### src/hdl/mve_pkg.sv
// MessagePack value encoder: shared types and constants.
// Used by every module of the encoder; depends on nothing.

package mve_pkg;

	localparam int FuncW    = 3;
	localparam int FillW    = 16;
	localparam int CountW   = 32;
	localparam int MaxBytes = 5;
	localparam int NbW      = 3;
	localparam int CfgIdxW  = 2;

	localparam logic [FuncW-1:0] FN_NIL      = 3'd0;
	localparam logic [FuncW-1:0] FN_BOOL     = 3'd1;
	localparam logic [FuncW-1:0] FN_INT      = 3'd2;
	localparam logic [FuncW-1:0] FN_ARRAY    = 3'd3;
	localparam logic [FuncW-1:0] FN_MAP      = 3'd4;
	localparam logic [FuncW-1:0] FN_STR_HDR  = 3'd5;
	localparam logic [FuncW-1:0] FN_STR_BYTE = 3'd6;
	localparam logic [FuncW-1:0] FN_UNUSED   = 3'd7;

	localparam logic [CfgIdxW-1:0] CFG_CAPACITY  = 2'd0;
	localparam logic [CfgIdxW-1:0] CFG_START_LEN = 2'd1;

	localparam logic [FillW-1:0] CapacityReset = 16'd256;
	localparam logic [FillW-1:0] StartLenReset = 16'd0;

	localparam logic [7:0] MP_NIL     = 8'hC0;
	localparam logic [7:0] MP_FALSE   = 8'hC2;
	localparam logic [7:0] MP_TRUE    = 8'hC3;
	localparam logic [7:0] MP_INT8    = 8'hD0;
	localparam logic [7:0] MP_INT16   = 8'hD1;
	localparam logic [7:0] MP_INT32   = 8'hD2;
	localparam logic [7:0] MP_FIXARR  = 8'h90;
	localparam logic [7:0] MP_ARR16   = 8'hDC;
	localparam logic [7:0] MP_ARR32   = 8'hDD;
	localparam logic [7:0] MP_FIXMAP  = 8'h80;
	localparam logic [7:0] MP_MAP16   = 8'hDE;
	localparam logic [7:0] MP_MAP32   = 8'hDF;
	localparam logic [7:0] MP_FIXSTR  = 8'hA0;
	localparam logic [7:0] MP_STR8    = 8'hD9;
	localparam logic [7:0] MP_STR16   = 8'hDA;
	localparam logic [7:0] MP_STR32   = 8'hDB;

	// one classified item: bytes in emission order, enc[0] first
	typedef struct packed {
		logic [MaxBytes-1:0][7:0] enc;
		logic [NbW-1:0]           nbytes;
		logic                     drop;
		logic [FillW-1:0]         fill_base;
	} desc_t;

endpackage

### src/hdl/msgpack_value_encoder.sv
// MessagePack value encoder, top level: front end, descriptor queue, back end.
// Depends on mve_pkg, mve_front, mve_queue, mve_back.
//
// channel | dir | fields (low bit up)
// s_*     | in  | tdata: value[31:0], count[63:32], data_byte[71:64]; tuser: func
// m_*     | out | tdata: out_byte[7:0], fill_length[23:8]; tuser: dropped; tlast: last
// cfg_*   | in  | cfg_index (0 capacity, 1 start_length), cfg_data
//
// One byte leaves per cycle while m_tready allows; an item of n bytes leaves n bytes,
// five for a 32-bit field; a dropped item leaves as one zero byte. Items pass the queue
// and then the output register. Input stalls only when the descriptor queue is full;
// output stalls back up into the queue. Reset is asynchronous; no clearing pass follows it.

module msgpack_value_encoder #(
	parameter int QueueDepth = 2
) (
	input  logic        clk,
	input  logic        arst_n,
	input  logic        s_tvalid,
	output logic        s_tready,
	input  logic [71:0] s_tdata,   // value, count, data_byte
	input  logic [2:0]  s_tuser,   // func
	output logic        m_tvalid,
	input  logic        m_tready,
	output logic [23:0] m_tdata,   // out_byte, fill_length
	output logic        m_tuser,   // dropped
	output logic        m_tlast,
	input  logic        cfg_valid,
	output logic        cfg_ready,
	input  logic [1:0]  cfg_index,
	input  logic [15:0] cfg_data
);

	logic           q_push;
	logic           q_full;
	logic           q_pop;
	logic           q_empty;
	mve_pkg::desc_t q_in;
	mve_pkg::desc_t q_head;
	logic [7:0]     o_byte;
	logic [15:0]    o_fill;

	assign cfg_ready = 1'b1;
	assign m_tdata   = {o_fill, o_byte};

	mve_front u_front (
		.clk       (clk),
		.arst_n    (arst_n),
		.in_valid  (s_tvalid),
		.in_ready  (s_tready),
		.func      (s_tuser),
		.value     (s_tdata[31:0]),
		.count     (s_tdata[63:32]),
		.data_byte (s_tdata[71:64]),
		.cfg_valid (cfg_valid),
		.cfg_index (cfg_index),
		.cfg_value (cfg_data),
		.q_full    (q_full),
		.q_push    (q_push),
		.q_desc    (q_in)
	);

	mve_queue #(
		.Depth (QueueDepth)
	) u_queue (
		.clk       (clk),
		.arst_n    (arst_n),
		.push      (q_push),
		.push_desc (q_in),
		.full      (q_full),
		.pop       (q_pop),
		.empty     (q_empty),
		.head      (q_head)
	);

	mve_back u_back (
		.clk       (clk),
		.arst_n    (arst_n),
		.q_empty   (q_empty),
		.q_head    (q_head),
		.q_pop     (q_pop),
		.out_valid (m_tvalid),
		.out_ready (m_tready),
		.out_byte  (o_byte),
		.out_last  (m_tlast),
		.out_drop  (m_tuser),
		.out_fill  (o_fill)
	);

endmodule

### src/hdl/mve_front.sv
// Encoder front end: accepts items, builds the encoding, checks capacity and
// keeps the fill and open-string state. Depends on mve_pkg.

module mve_front (
	input  logic                          clk,
	input  logic                          arst_n,
	input  logic                          in_valid,
	output logic                          in_ready,
	input  logic [mve_pkg::FuncW-1:0]     func,
	input  logic [31:0]                   value,
	input  logic [mve_pkg::CountW-1:0]    count,
	input  logic [7:0]                    data_byte,
	input  logic                          cfg_valid,
	input  logic [mve_pkg::CfgIdxW-1:0]   cfg_index,
	input  logic [mve_pkg::FillW-1:0]     cfg_value,
	input  logic                          q_full,
	output logic                          q_push,
	output mve_pkg::desc_t                q_desc
);

	logic [mve_pkg::FillW-1:0]  fill_q;
	logic [mve_pkg::FillW-1:0]  cap_q;
	logic [mve_pkg::CountW-1:0] str_rem_q;
	logic                       str_acc_q;

	logic [mve_pkg::MaxBytes-1:0][7:0] enc;
	logic [mve_pkg::NbW-1:0]           nb;
	logic                              fit;
	logic                              str_fit;
	logic                              drop;
	logic                              accept;
	logic [mve_pkg::CountW-1:0]        rem_dec;

	assign in_ready = !q_full;
	assign accept   = in_valid && !q_full;
	assign q_push   = accept && (func != mve_pkg::FN_UNUSED);
	assign rem_dec  = str_rem_q - 32'd1;

	always_comb begin
		enc = '0;
		nb  = 3'd1;
		unique case (func)
			mve_pkg::FN_NIL: enc[0] = mve_pkg::MP_NIL;
			mve_pkg::FN_BOOL: enc[0] = value[0] ? mve_pkg::MP_TRUE : mve_pkg::MP_FALSE;
			mve_pkg::FN_INT: begin
				if (value[31:7] == '0 || value[31:5] == '1) begin
					enc[0] = value[7:0];
				end else if (value[31:7] == '1) begin
					enc[0] = mve_pkg::MP_INT8;
					enc[1] = value[7:0];
					nb     = 3'd2;
				end else if (value[31:15] == '0 || value[31:15] == '1) begin
					enc[0] = mve_pkg::MP_INT16;
					enc[1] = value[15:8];
					enc[2] = value[7:0];
					nb     = 3'd3;
				end else begin
					enc[0] = mve_pkg::MP_INT32;
					enc[1] = value[31:24];
					enc[2] = value[23:16];
					enc[3] = value[15:8];
					enc[4] = value[7:0];
					nb     = 3'd5;
				end
			end
			mve_pkg::FN_ARRAY, mve_pkg::FN_MAP: begin
				if (count[31:4] == '0) begin
					enc[0] = ((func == mve_pkg::FN_MAP) ? mve_pkg::MP_FIXMAP
						: mve_pkg::MP_FIXARR) | {4'd0, count[3:0]};
				end else if (count[31:16] == '0) begin
					enc[0] = (func == mve_pkg::FN_MAP) ? mve_pkg::MP_MAP16 : mve_pkg::MP_ARR16;
					enc[1] = count[15:8];
					enc[2] = count[7:0];
					nb     = 3'd3;
				end else begin
					enc[0] = (func == mve_pkg::FN_MAP) ? mve_pkg::MP_MAP32 : mve_pkg::MP_ARR32;
					enc[1] = count[31:24];
					enc[2] = count[23:16];
					enc[3] = count[15:8];
					enc[4] = count[7:0];
					nb     = 3'd5;
				end
			end
			mve_pkg::FN_STR_HDR: begin
				if (count[31:5] == '0) begin
					enc[0] = mve_pkg::MP_FIXSTR | {3'd0, count[4:0]};
				end else if (count[31:8] == '0) begin
					enc[0] = mve_pkg::MP_STR8;
					enc[1] = count[7:0];
					nb     = 3'd2;
				end else if (count[31:16] == '0) begin
					enc[0] = mve_pkg::MP_STR16;
					enc[1] = count[15:8];
					enc[2] = count[7:0];
					nb     = 3'd3;
				end else begin
					enc[0] = mve_pkg::MP_STR32;
					enc[1] = count[31:24];
					enc[2] = count[23:16];
					enc[3] = count[15:8];
					enc[4] = count[7:0];
					nb     = 3'd5;
				end
			end
			mve_pkg::FN_STR_BYTE: enc[0] = data_byte;
			default: ;
		endcase
	end

	assign fit = ({1'b0, fill_q} + {14'd0, nb}) <= {1'b0, cap_q};
	assign str_fit = ({18'd0, fill_q} + {31'd0, nb} + {2'd0, count}) <= {18'd0, cap_q};

	always_comb begin
		case (func)
			mve_pkg::FN_STR_HDR: drop = !str_fit;
			mve_pkg::FN_STR_BYTE: drop = (str_rem_q == '0) || !str_acc_q || !fit;
			default: drop = !fit;
		endcase
	end

	assign q_desc.enc       = enc;
	assign q_desc.nbytes    = nb;
	assign q_desc.drop      = drop;
	assign q_desc.fill_base = fill_q;

	always_ff @(posedge clk or negedge arst_n) begin
		if (!arst_n) begin
			fill_q    <= mve_pkg::StartLenReset;
			cap_q     <= mve_pkg::CapacityReset;
			str_rem_q <= '0;
			str_acc_q <= 1'b0;
		end else begin
			if (q_push) begin
				if (!drop) begin
					fill_q <= fill_q + {13'd0, nb};
				end
				if (func == mve_pkg::FN_STR_HDR) begin
					str_rem_q <= count;
					str_acc_q <= str_fit && (count != '0);
				end else if (func == mve_pkg::FN_STR_BYTE) begin
					if (str_rem_q == '0) begin
						str_acc_q <= 1'b0;
					end else begin
						str_rem_q <= rem_dec;
						if (rem_dec == '0) begin
							str_acc_q <= 1'b0;
						end
					end
				end
			end
			if (cfg_valid) begin
				case (cfg_index)
					mve_pkg::CFG_CAPACITY: cap_q <= cfg_value;
					mve_pkg::CFG_START_LEN: begin
						fill_q    <= cfg_value;
						str_rem_q <= '0;
						str_acc_q <= 1'b0;
					end
					default: ;
				endcase
			end
		end
	end

endmodule

### src/hdl/mve_queue.sv
// Small descriptor queue between encoder front and back end.
// Depends on mve_pkg for the descriptor type.

module mve_queue #(
	parameter int Depth = 2
) (
	input  logic           clk,
	input  logic           arst_n,
	input  logic           push,
	input  mve_pkg::desc_t push_desc,
	output logic           full,
	input  logic           pop,
	output logic           empty,
	output mve_pkg::desc_t head
);

	localparam int AW = (Depth > 1) ? $clog2(Depth) : 1;
	localparam int CW = $clog2(Depth + 1);
	localparam logic [AW-1:0] LastPtr = AW'(Depth - 1);
	localparam logic [CW-1:0] DepthC  = CW'(Depth);

	mve_pkg::desc_t  mem_q [Depth];
	logic [AW-1:0]   wr_q;
	logic [AW-1:0]   rd_q;
	logic [CW-1:0]   cnt_q;
	logic            do_push;
	logic            do_pop;

	assign full    = (cnt_q == DepthC);
	assign empty   = (cnt_q == '0);
	assign do_push = push && !full;
	assign do_pop  = pop && !empty;
	assign head    = mem_q[rd_q];

	always_ff @(posedge clk) begin
		if (do_push) begin
			mem_q[wr_q] <= push_desc;
		end
	end

	always_ff @(posedge clk or negedge arst_n) begin
		if (!arst_n) begin
			wr_q  <= '0;
			rd_q  <= '0;
			cnt_q <= '0;
		end else begin
			if (do_push) begin
				wr_q <= (wr_q == LastPtr) ? '0 : wr_q + AW'(1);
			end
			if (do_pop) begin
				rd_q <= (rd_q == LastPtr) ? '0 : rd_q + AW'(1);
			end
			if (do_push && !do_pop) begin
				cnt_q <= cnt_q + CW'(1);
			end else if (do_pop && !do_push) begin
				cnt_q <= cnt_q - CW'(1);
			end
		end
	end

endmodule

### src/hdl/mve_back.sv
// Encoder back end: serializes queued encodings into the output register one
// byte per cycle while out_ready allows. Depends on mve_pkg.

module mve_back (
	input  logic                      clk,
	input  logic                      arst_n,
	input  logic                      q_empty,
	input  mve_pkg::desc_t            q_head,
	output logic                      q_pop,
	output logic                      out_valid,
	input  logic                      out_ready,
	output logic [7:0]                out_byte,
	output logic                      out_last,
	output logic                      out_drop,
	output logic [mve_pkg::FillW-1:0] out_fill
);

	logic [mve_pkg::NbW-1:0]   idx_q;
	logic                      vld_q;
	logic [7:0]                byte_q;
	logic                      last_q;
	logic                      drop_q;
	logic [mve_pkg::FillW-1:0] fill_q;
	logic                      load;
	logic                      take;
	logic                      is_last;
	logic [7:0]                cur_byte;
	logic [mve_pkg::FillW-1:0] cur_fill;

	assign load     = !vld_q || out_ready;
	assign take     = load && !q_empty;
	assign is_last  = q_head.drop || (idx_q == q_head.nbytes - 3'd1);
	assign q_pop    = take && is_last;
	assign cur_byte = q_head.drop ? 8'd0 : q_head.enc[idx_q];
	assign cur_fill = q_head.drop ? q_head.fill_base
		: q_head.fill_base + {13'd0, idx_q} + 16'd1;

	assign out_valid = vld_q;
	assign out_byte  = byte_q;
	assign out_last  = last_q;
	assign out_drop  = drop_q;
	assign out_fill  = fill_q;

	always_ff @(posedge clk) begin
		if (take) begin
			byte_q <= cur_byte;
			last_q <= is_last;
			drop_q <= q_head.drop;
			fill_q <= cur_fill;
		end
	end

	always_ff @(posedge clk or negedge arst_n) begin
		if (!arst_n) begin
			vld_q <= 1'b0;
			idx_q <= '0;
		end else if (load) begin
			vld_q <= !q_empty;
			if (take) begin
				idx_q <= is_last ? '0 : idx_q + 3'd1;
			end
		end
	end

endmodule
### config.mk
export PLATFORM = sky130hd
export DESIGN_NAME = msgpack_value_encoder
export DESIGN_NICKNAME = d
export VERILOG_FILES = /design/src/hdl/mve_pkg.sv /design/src/hdl/msgpack_value_encoder.sv /design/src/hdl/mve_front.sv /design/src/hdl/mve_queue.sv /design/src/hdl/mve_back.sv
export SDC_FILE = /design/constraint.sdc
export NUM_CORES = 1
export LEC_CHECK = 0
export BUFFER_PORTS_ARGS = -buffer_cell sky130_fd_sc_hd__buf_2
export CORE_MARGIN = 4
export CORE_UTILIZATION = 45
export DETAILED_ROUTE_END_ITERATION = 12
export PLACE_DENSITY = 0.71
export SLEW_MARGIN = 20
export SYNTH_ARGS = -nofsm -noshare
export SYNTH_HDL_FRONTEND = slang
export SYNTH_SLANG_ARGS = --single-unit
### constraint.sdc
create_clock -name clk -period 13.1 [get_ports clk]
set_input_delay 2.62 -clock clk [delete_from_list [all_inputs] [get_ports clk]]
set_output_delay 2.62 -clock clk [all_outputs]
set_load 0.02 [all_outputs]
==> impl_metrics.env <==
export IMPL_synth_edf_count=146
export IMPL_worstSetupStartpoint="s_tuser[2]"
export IMPL_insertion_delay_ns=0.55
export IMPL_combPwrFrac_pct=42.0
export IMPL_grt_pass1_wl_mm=65.0
export IMPL_remaining_drc_errors=0
export IMPL_avgSynthCellArea_sq_um=9.78
export IMPL_clkPwrFrac_pct=22.7
export IMPL_drv_cap=0
export IMPL_p_int_mw=1.93
export IMPL_drv_slew=0
export IMPL_crit_fanout=29
export IMPL_io_buffers=125
export IMPL_drtAntennaViolNets=0
export IMPL_drive_above_1_share_pct=15.0
export IMPL_finClkSkew_ns=0.0347
export IMPL_power_mw=3.15
export IMPL_setup_viol=0
export IMPL_min_period_ns=10.64
export IMPL_crit_type="input port to register"
export IMPL_ir_worst_vdd_v=0.000122
export IMPL_seq_power_share_pct=35.2
export IMPL_track_usage_pct=24.3
export IMPL_rsz0062_at_grt="no"
export IMPL_r2r_end="u_front.fill_q[15]"
export IMPL_holdBufCountCts=0
export IMPL_cts_max_level=1
export IMPL_final_cell_mix="edfxtp_1 (146), nor2_1 (129), buf_2 (124)"
export IMPL_io_pins=127
export IMPL_crit_required_ns=13.54
export IMPL_die_x_microns=183
export IMPL_ys_warn_count=0
export IMPL_final_common_cell="edfxtp_1"
export IMPL_ys_flop_type="edfxtp_1"
export IMPL_dp_slack_ns=2.16
export IMPL_syn_inst=1411
export IMPL_ys_types=79
export IMPL_core_area_sq_um=30000
export IMPL_post_drt_wl_per_cell_microns=21.8
export IMPL_p_switching_mw=1.22
export IMPL_grt_overflow=0
export IMPL_placed_cell_area_sq_um=14700
export IMPL_die_h_microns=183
export IMPL_cp_arrival_ns=11.08
export IMPL_tightest_slew_ns=1.06
export IMPL_grt_pass1_vias=11600
export IMPL_wirelength_mm=41.7
export IMPL_grt_max_degree=74
export IMPL_r2r_setup_slack_ns=6.48
export IMPL_p_leak_nw=6.01
export IMPL_start_util_pct=46.1
export IMPL_outcome="finished clean"
export IMPL_synth_fp_nets=1574
export IMPL_clockBufferDepth=3
export IMPL_cts_sinks=219
export IMPL_num_antenna_cells=0
export IMPL_start_kind="input port"
export IMPL_final_area_sq_um=15600
export IMPL_syn_area_sq_um=13800
export IMPL_gp_congestion=0.944
export IMPL_reg2reg_depth=26
export IMPL_clockRootBuffer="clkbuf_16"
export IMPL_area_growth_syn_to_layout_pct=13.0
export IMPL_drt_pass1_iter_count=5
export IMPL_tns_ns=0
export IMPL_worst_slack_ns=2.46
export IMPL_nets=1667
export IMPL_cts_buffers=26
export IMPL_relSlewSlack_pct=29.1
export IMPL_max_freq_mhz=94.0
export IMPL_drtIter0Drc=1240
export IMPL_vias=11800
export IMPL_final_cells=1914
export IMPL_viasPerCell=6.18
export IMPL_post_cts_setup_buffers=0
export IMPL_powerDensity_nw_per_um2=202
export IMPL_switching_share_pct=38.6
export IMPL_hold_slack_ns=0.498
export IMPL_place_inst=1866
export IMPL_grt_antenna_before_repair=0
export IMPL_path_clk_slew_ns=0.06
export IMPL_crit_top_cell="ha_1"
export IMPL_worst_path_max_delay_cell="nor3b_2"
export IMPL_critPathMaxStageDelay_ns=0.76
export IMPL_cts_tree="yes"
export IMPL_synth_seq_area_share_pct=45.0
export IMPL_ctsResizeCount=0
export IMPL_final_util_pct=52.0
export IMPL_rr_startpoint="u_front.fill_q[0]"
export IMPL_crit_end="u_front.fill_q[15]"
export IMPL_dieArea_sq_um=33500
export IMPL_hp_class="register to register"
export IMPL_synth_seq_cells=219
export IMPL_row_count=63
export IMPL_dp_hpwl_mm=31.1
export IMPL_nFillCells=2748
export IMPL_async_reset_ff_share_pct=33.3
export IMPL_hold_viol=0
export IMPL_period_share_pct=81.2
export IMPL_setup_worst_path_end_class="register"
kinds of logic after synthesis:
family / Yosys count / share of synthesized area, %
compound gates: 413 / 18.9
xor+xnor: 65 / 4.12
fa+ha+maj: 65 / 6.06
buf+inv: 130 / 3.93
flops: 219 / 45.0
mux: 54 / 5.42
other cells: 1 / 0.0272
simple gates: 464 / 16.5
critical path: cells and delay by family:
family          cells  cell delay [ns]
xor+xnor            2             0.33
compound gates     10             1.87
simple gates       13             4.31
fa+ha+maj           4             1.37
buf+inv             2             0.54
routing by layer:
metal | vias to the layer above | GRT usage (%) | wire (microns)
met2 | 537 | 39.5 | 19600
met5 | - | 0 | 0
met1 | 5665 | 33.2 | 17400
met3 | 109 | 3.77 | 3170
met4 | 0 | 9.27 | 1540
li1 | 5520 | - | -
registers in the layout (all words and copies together) (netlist names):
signal	cells
u_back.out_valid	1
u_back.out_drop	1
u_queue.wr_q	1
u_back.idx_q	3
u_front.str_rem_q	32
u_back.out_fill	16
u_front.str_acc_q	1
u_front.cap_q	16
u_back.out_last	1
u_queue.rd_q	1
u_back.out_byte	8
u_queue.mem_q	120
u_front.fill_q	16
u_queue.cnt_q	2
worst min path at each step:
stage | from | end | slack, ns | cells past startpoint
3_5_place_dp | u_back.out_valid | u_back.out_valid | 0.50 | 2
5_1_grt | u_queue.cnt_q[1] | u_queue.cnt_q[1] | 0.53 | 1
4_1_cts | u_back.out_valid | u_back.out_valid | 0.51 | 2
3_3_place_gp | u_back.out_valid | u_back.out_valid | 0.48 | 2
2_1_floorplan | u_queue.wr_q | u_queue.wr_q | 0.46 | 1
6_report | u_back.out_valid | u_back.out_valid | 0.50 | 2
layout make-up:
type	count	area, sq um	share of cell area (%)
multi-input combinational	1062	7080	45.4
sequential	219	6210	39.9
clock buffer	35	756	4.85
timing repair buffer	139	737	4.73
tap	390	488	3.13
inverter	56	210	1.35
clock inverter	13	108	0.690
power groups by stage:
stage / Sequential [mW] / Combinational, mW / Clock [mW]
global route: 1.13 / 1.48 / 0.757
detailed placement: 1.12 / 1.31 / 0
CTS: 1.11 / 1.32 / 0.724
global placement: 1.11 / 1.29 / 0
finish: 1.11 / 1.32 / 0.715
floorplan: 1.13 / 0.954 / 0
Yosys cell counts (all sizes together) (27+ instances only):
master	instances	area share, %
nand2	121	3.3
nor2	131	3.6
mux2i	32	2.3
xor2	28	1.8
inv	54	1.5
clkbuf	54	1.5
ha	62	5.6
a21oi	121	4.4
dfrtp	72	13
nand3	34	1.2
nor4	27	1.2
o21ai	104	3.8
xnor2	37	2.3
edfxtp	146	32
Power figures use the tool's default switching activity.
